===== config.mk =====
export PLATFORM = sky130hd
export DESIGN_NAME = plmc_front
export DESIGN_NICKNAME = d
export VERILOG_FILES = /design/src/design/plmc_pkg.sv /design/src/design/plmc_front.sv
export SDC_FILE = /design/constraint.sdc
export NUM_CORES = 1
export LEC_CHECK = 0
export BUFFER_PORTS_ARGS = -buffer_cell sky130_fd_sc_hd__buf_2
export CAP_MARGIN = 10
export CORE_MARGIN = 1.5
export CORE_UTILIZATION = 35
export DETAILED_ROUTE_END_ITERATION = 8
export HOLD_SLACK_MARGIN = 0.05
export PLACE_DENSITY = 0.6
export SYNTH_ARGS = -nofsm -noshare
export SYNTH_HDL_FRONTEND = slang
export SYNTH_SLANG_ARGS = --single-unit

===== constraint.sdc =====
create_clock -name clk_i -period 8.6 [get_ports clk_i]
set_input_delay 0.43 -clock clk_i [delete_from_list [all_inputs] [get_ports clk_i]]
set_output_delay 0.43 -clock clk_i [all_outputs]
set_load 0.01 [all_outputs]

===== src/design/plmc_pkg.sv =====
package plmc_pkg;

  localparam logic [1:0] FUNC_LOAD = 2'd0;
  localparam logic [1:0] FUNC_D2P  = 2'd1;
  localparam logic [1:0] FUNC_P2D  = 2'd2;
  localparam logic [1:0] FUNC_NONE = 2'd3;

  localparam logic [1:0] ST_OK   = 2'd0;
  localparam logic [1:0] ST_FEW  = 2'd1;
  localparam logic [1:0] ST_ZERO = 2'd2;
  localparam logic [1:0] ST_SAT  = 2'd3;

  typedef struct packed {
    logic [1:0]  func;
    logic [9:0]  entry_index;
    logic [31:0] position;
    logic [31:0] distance;
  } plmc_cmd_t;

endpackage


===== src/design/plmc_front.sv =====
// Front: accepts items into a two-entry queue.
module plmc_front import plmc_pkg::*; (
  input  logic      clk_i,
  input  logic      rst_ni,
  input  logic      push_i,
  input  plmc_cmd_t cmd_i,
  output logic      full_o,
  input  logic      pop_i,
  output logic      valid_o,
  output plmc_cmd_t cmd_o
);

  plmc_cmd_t  slot_q [2];
  logic [1:0] cnt_q, cnt_d;
  logic       rd_q, wr_q;

  assign full_o  = (cnt_q == 2'd2);
  assign valid_o = (cnt_q != 2'd0);
  assign cmd_o   = slot_q[rd_q];

  always_comb begin
    cnt_d = cnt_q;
    if (push_i && !pop_i) cnt_d = cnt_q + 2'd1;
    if (!push_i && pop_i) cnt_d = cnt_q - 2'd1;
  end

  always_ff @(posedge clk_i or negedge rst_ni) begin
    if (!rst_ni) begin
      cnt_q <= '0;
      rd_q  <= 1'b0;
      wr_q  <= 1'b0;
    end else begin
      cnt_q <= cnt_d;
      if (push_i) wr_q <= ~wr_q;
      if (pop_i) rd_q <= ~rd_q;
    end
  end

  always_ff @(posedge clk_i) begin
    if (push_i) slot_q[wr_q] <= cmd_i;
  end

  property p_no_overflow;
    @(posedge clk_i) disable iff (!rst_ni) push_i |-> (!full_o || pop_i);
  endproperty
  a_no_overflow: assert property (p_no_overflow) else $error("queue overflow");

  property p_no_underflow;
    @(posedge clk_i) disable iff (!rst_ni) pop_i |-> valid_o;
  endproperty
  a_no_underflow: assert property (p_no_underflow) else $error("queue underflow");

  property p_count;
    @(posedge clk_i) disable iff (!rst_ni) cnt_q != 2'd3;
  endproperty
  a_count: assert property (p_count) else $error("bad count");

endmodule


==> impl_metrics.ini <==
[layout]
regArea_um2 = 4670
syn2layout_area_growth_pct = 26.9
final_cell_count_no_fill = 651
layout_commonest_cell = buf_2
num_antenna_cells = 0
n_fill_cell = 1396
final_cell_mix = buf_2 (157), edfxtp_1 (152), mux2_2 (46)
drive_gt1_share_pct = 61.4
nets = 504
multi_input_area_um2 = 1060
finalInstanceArea_um2 = 7370

[timing]
fin_skew_ps = 3.69
clock.fmax_ghz = 0.343
rsz0062_at_grt = no
tightest_slew_ps = 1060
max-slew-margin-rel_pct = 29.6
layout_min_cycle_time_ps = 2920
drv_slew = 0
hold_viol_final = 0
period_share_pct = 33.9
finalSetupViolCount = 0
tns_ps = 0

[logic_synthesis]
synth_cells = 253
avgSynthCellArea_um2 = 23.0
synth_seq_cells = 156
ys_seq_area_share_pct = 80.3
synth_area_um2 = 5810
ys.warnings.count = 0
syn_nets = 334
synth.distinct_cells = 15

[cts]
clkTransAtPathRegs_ps = 60
post_cts_resize_count = 0
cts_root_buf = clkbuf_16
clk_path_buf_depth = 2
cts_made_buffers = 17
h-tree-depth = 4
cts_hold_buf = 1
cts_setup_buffers = 0
cts_tree = yes
clock_sinks = 156
clk_latency_ps = 410

[setup_path]
reg2reg_from = wr_q
startpoint = rd_q
reg2reg_slack_ps = 6880
crit_arrival_ps = 2490
critPathLaunchType = register
rr_worst_depth = 1
worstSetupPathType = register to primary output
crit_required_ps = 8170
critPathMaxFanout = 43
endpoint_kind = primary output

[drt]
routedWlPerCell_um = 15.8
via_per_inst = 4.41
vias = 2870
drt_iter0_drc = 174
drt_pass1_iterations = 4
drc = 0
finalWirelength_um = 10300
antenna_left = 0

[placed_design]
place.gp.congestion = 0.692
dp.cells = 619
place_area_um2 = 6800
io_buffers = 157
hpwl_um = 6430

[global_route]
gr-total-overflow = 0
grt.total_usage_pct = 12.3
grt_pass1_wl_um = 16100
grt_max_degree = 77
antenna_found_initial = 1
grt_pass1_vias = 3133

[floorplan]
coreArea_um2 = 16100
rows = 46
io_pins = 158
die_h_um = 132
die-area_um2 = 17400
die-width_um = 132
initial_core_util_pct = 36.2

[pwr]
p_sw_mw = 0.674
combinationalPowerShare_pct = 26.3
pwr-share-clk_pct = 28.9
leakage_nw = 2.84
powerDensity_nw_per_um2 = 331
switching_share_pct = 27.7
p_int_mw = 1.76
ir_worst_vdd_mv = 0.202
pwr-share-seq_pct = 44.8

[worst_hold_path]
hold_start = cmd_i[8]
min_path_cells = 1
hp-class = primary input to register

[outcome]
status = completed

[flow_run]
cap_violations = 0
-- worst paths after layout --
path / endpoint
max in group asynchronous: rd_q
worst max-delay path: cmd_o[1]
min in group asynchronous: rd_q
worst min-delay path: slot_q[1][8]
worst min register to register: cnt_q[1]
worst max register to register: slot_q[1][42]
-- registers in the layout (all words and copies together) (netlist names) --
signal  cells
cnt_q       2
rd_q        1
wr_q        1
slot_q    152
-- power groups by stage --
stage | clock [mW] | sequential, mW | combinational [mW]
floorplan | 0 | 1.06 | 0.489
global placement | 0 | 1.10 | 0.652
detailed placement | 0 | 1.11 | 0.656
CTS | 0.723 | 1.10 | 0.658
global route | 0.756 | 1.11 | 0.692
finish | 0.703 | 1.09 | 0.642
-- worst max-delay path, stage by stage (launching register included) --
cell,delay [ps]
dfrtp_4,800
buf_4,610
mux2_2,420
buf_2,140
-- layout make-up --
type / count / area share [%]
clock buffers: 18 / 5.82
multi-input cells: 87 / 14.4
well taps: 216 / 3.67
inverters: 1 / 0.0509
clock inverters: 13 / 1.71
repair buffers: 160 / 11.0
flip-flops and latches: 156 / 63.3
-- per-layer routing --
| metal | GRT usage, % | part of all wire (%) | vias to the layer above |
|---|---|---|---|
| met4 | 6.11 | 1.9 | 0 |
| met5 | 0 | 0 | - |
| met3 | 4.96 | 6.8 | 15 |
| met2 | 20.2 | 49 | 106 |
| met1 | 14.0 | 42 | 1411 |
| li1 | - | - | 1338 |
-- per-stage QoR --
step | utilization, % | worst slack, ps | power, mW | hold slack [ps]
3_5_place_dp | 42.4 | 6100 | 1.77 | 245
5_1_grt | 45.9 | 5560 | 2.56 | 178
3_3_place_gp | 42.4 | 6110 | 1.76 | 241
4_1_cts | 45.9 | 5630 | 2.48 | 178
6_report | 45.9 | 5680 | 2.44 | 203
2_1_floorplan | - | 4450 | 1.55 | 134
-- synth_stat cells (all sizes together) --
cell / count / area, µm²
edfxtp: 152 / 4560
nor2b: 1 / 6.26
xor2: 3 / 26.3
inv: 1 / 3.75
buf: 9 / 87.6
nor2: 2 / 7.51
xnor2: 2 / 17.5
or2: 1 / 6.26
ha: 1 / 12.5
and2: 1 / 6.26
dfrtp: 4 / 100
mux2: 76 / 968
-- logic make-up (layout without fill, tap and decap cells) --
logic type                 Yosys count  count (layout)  synth area share, %
muxes                               76              76                 16.7
xor gates and xnor gates             5               5                0.754
DFF                                156             156                 80.3
adders and majority gates            1               1                0.215
buffers and inverters               10             192                 1.57
and+or+nand+nor                      5               5                0.453
Note: power is estimated with default switching activity, not from simulation.
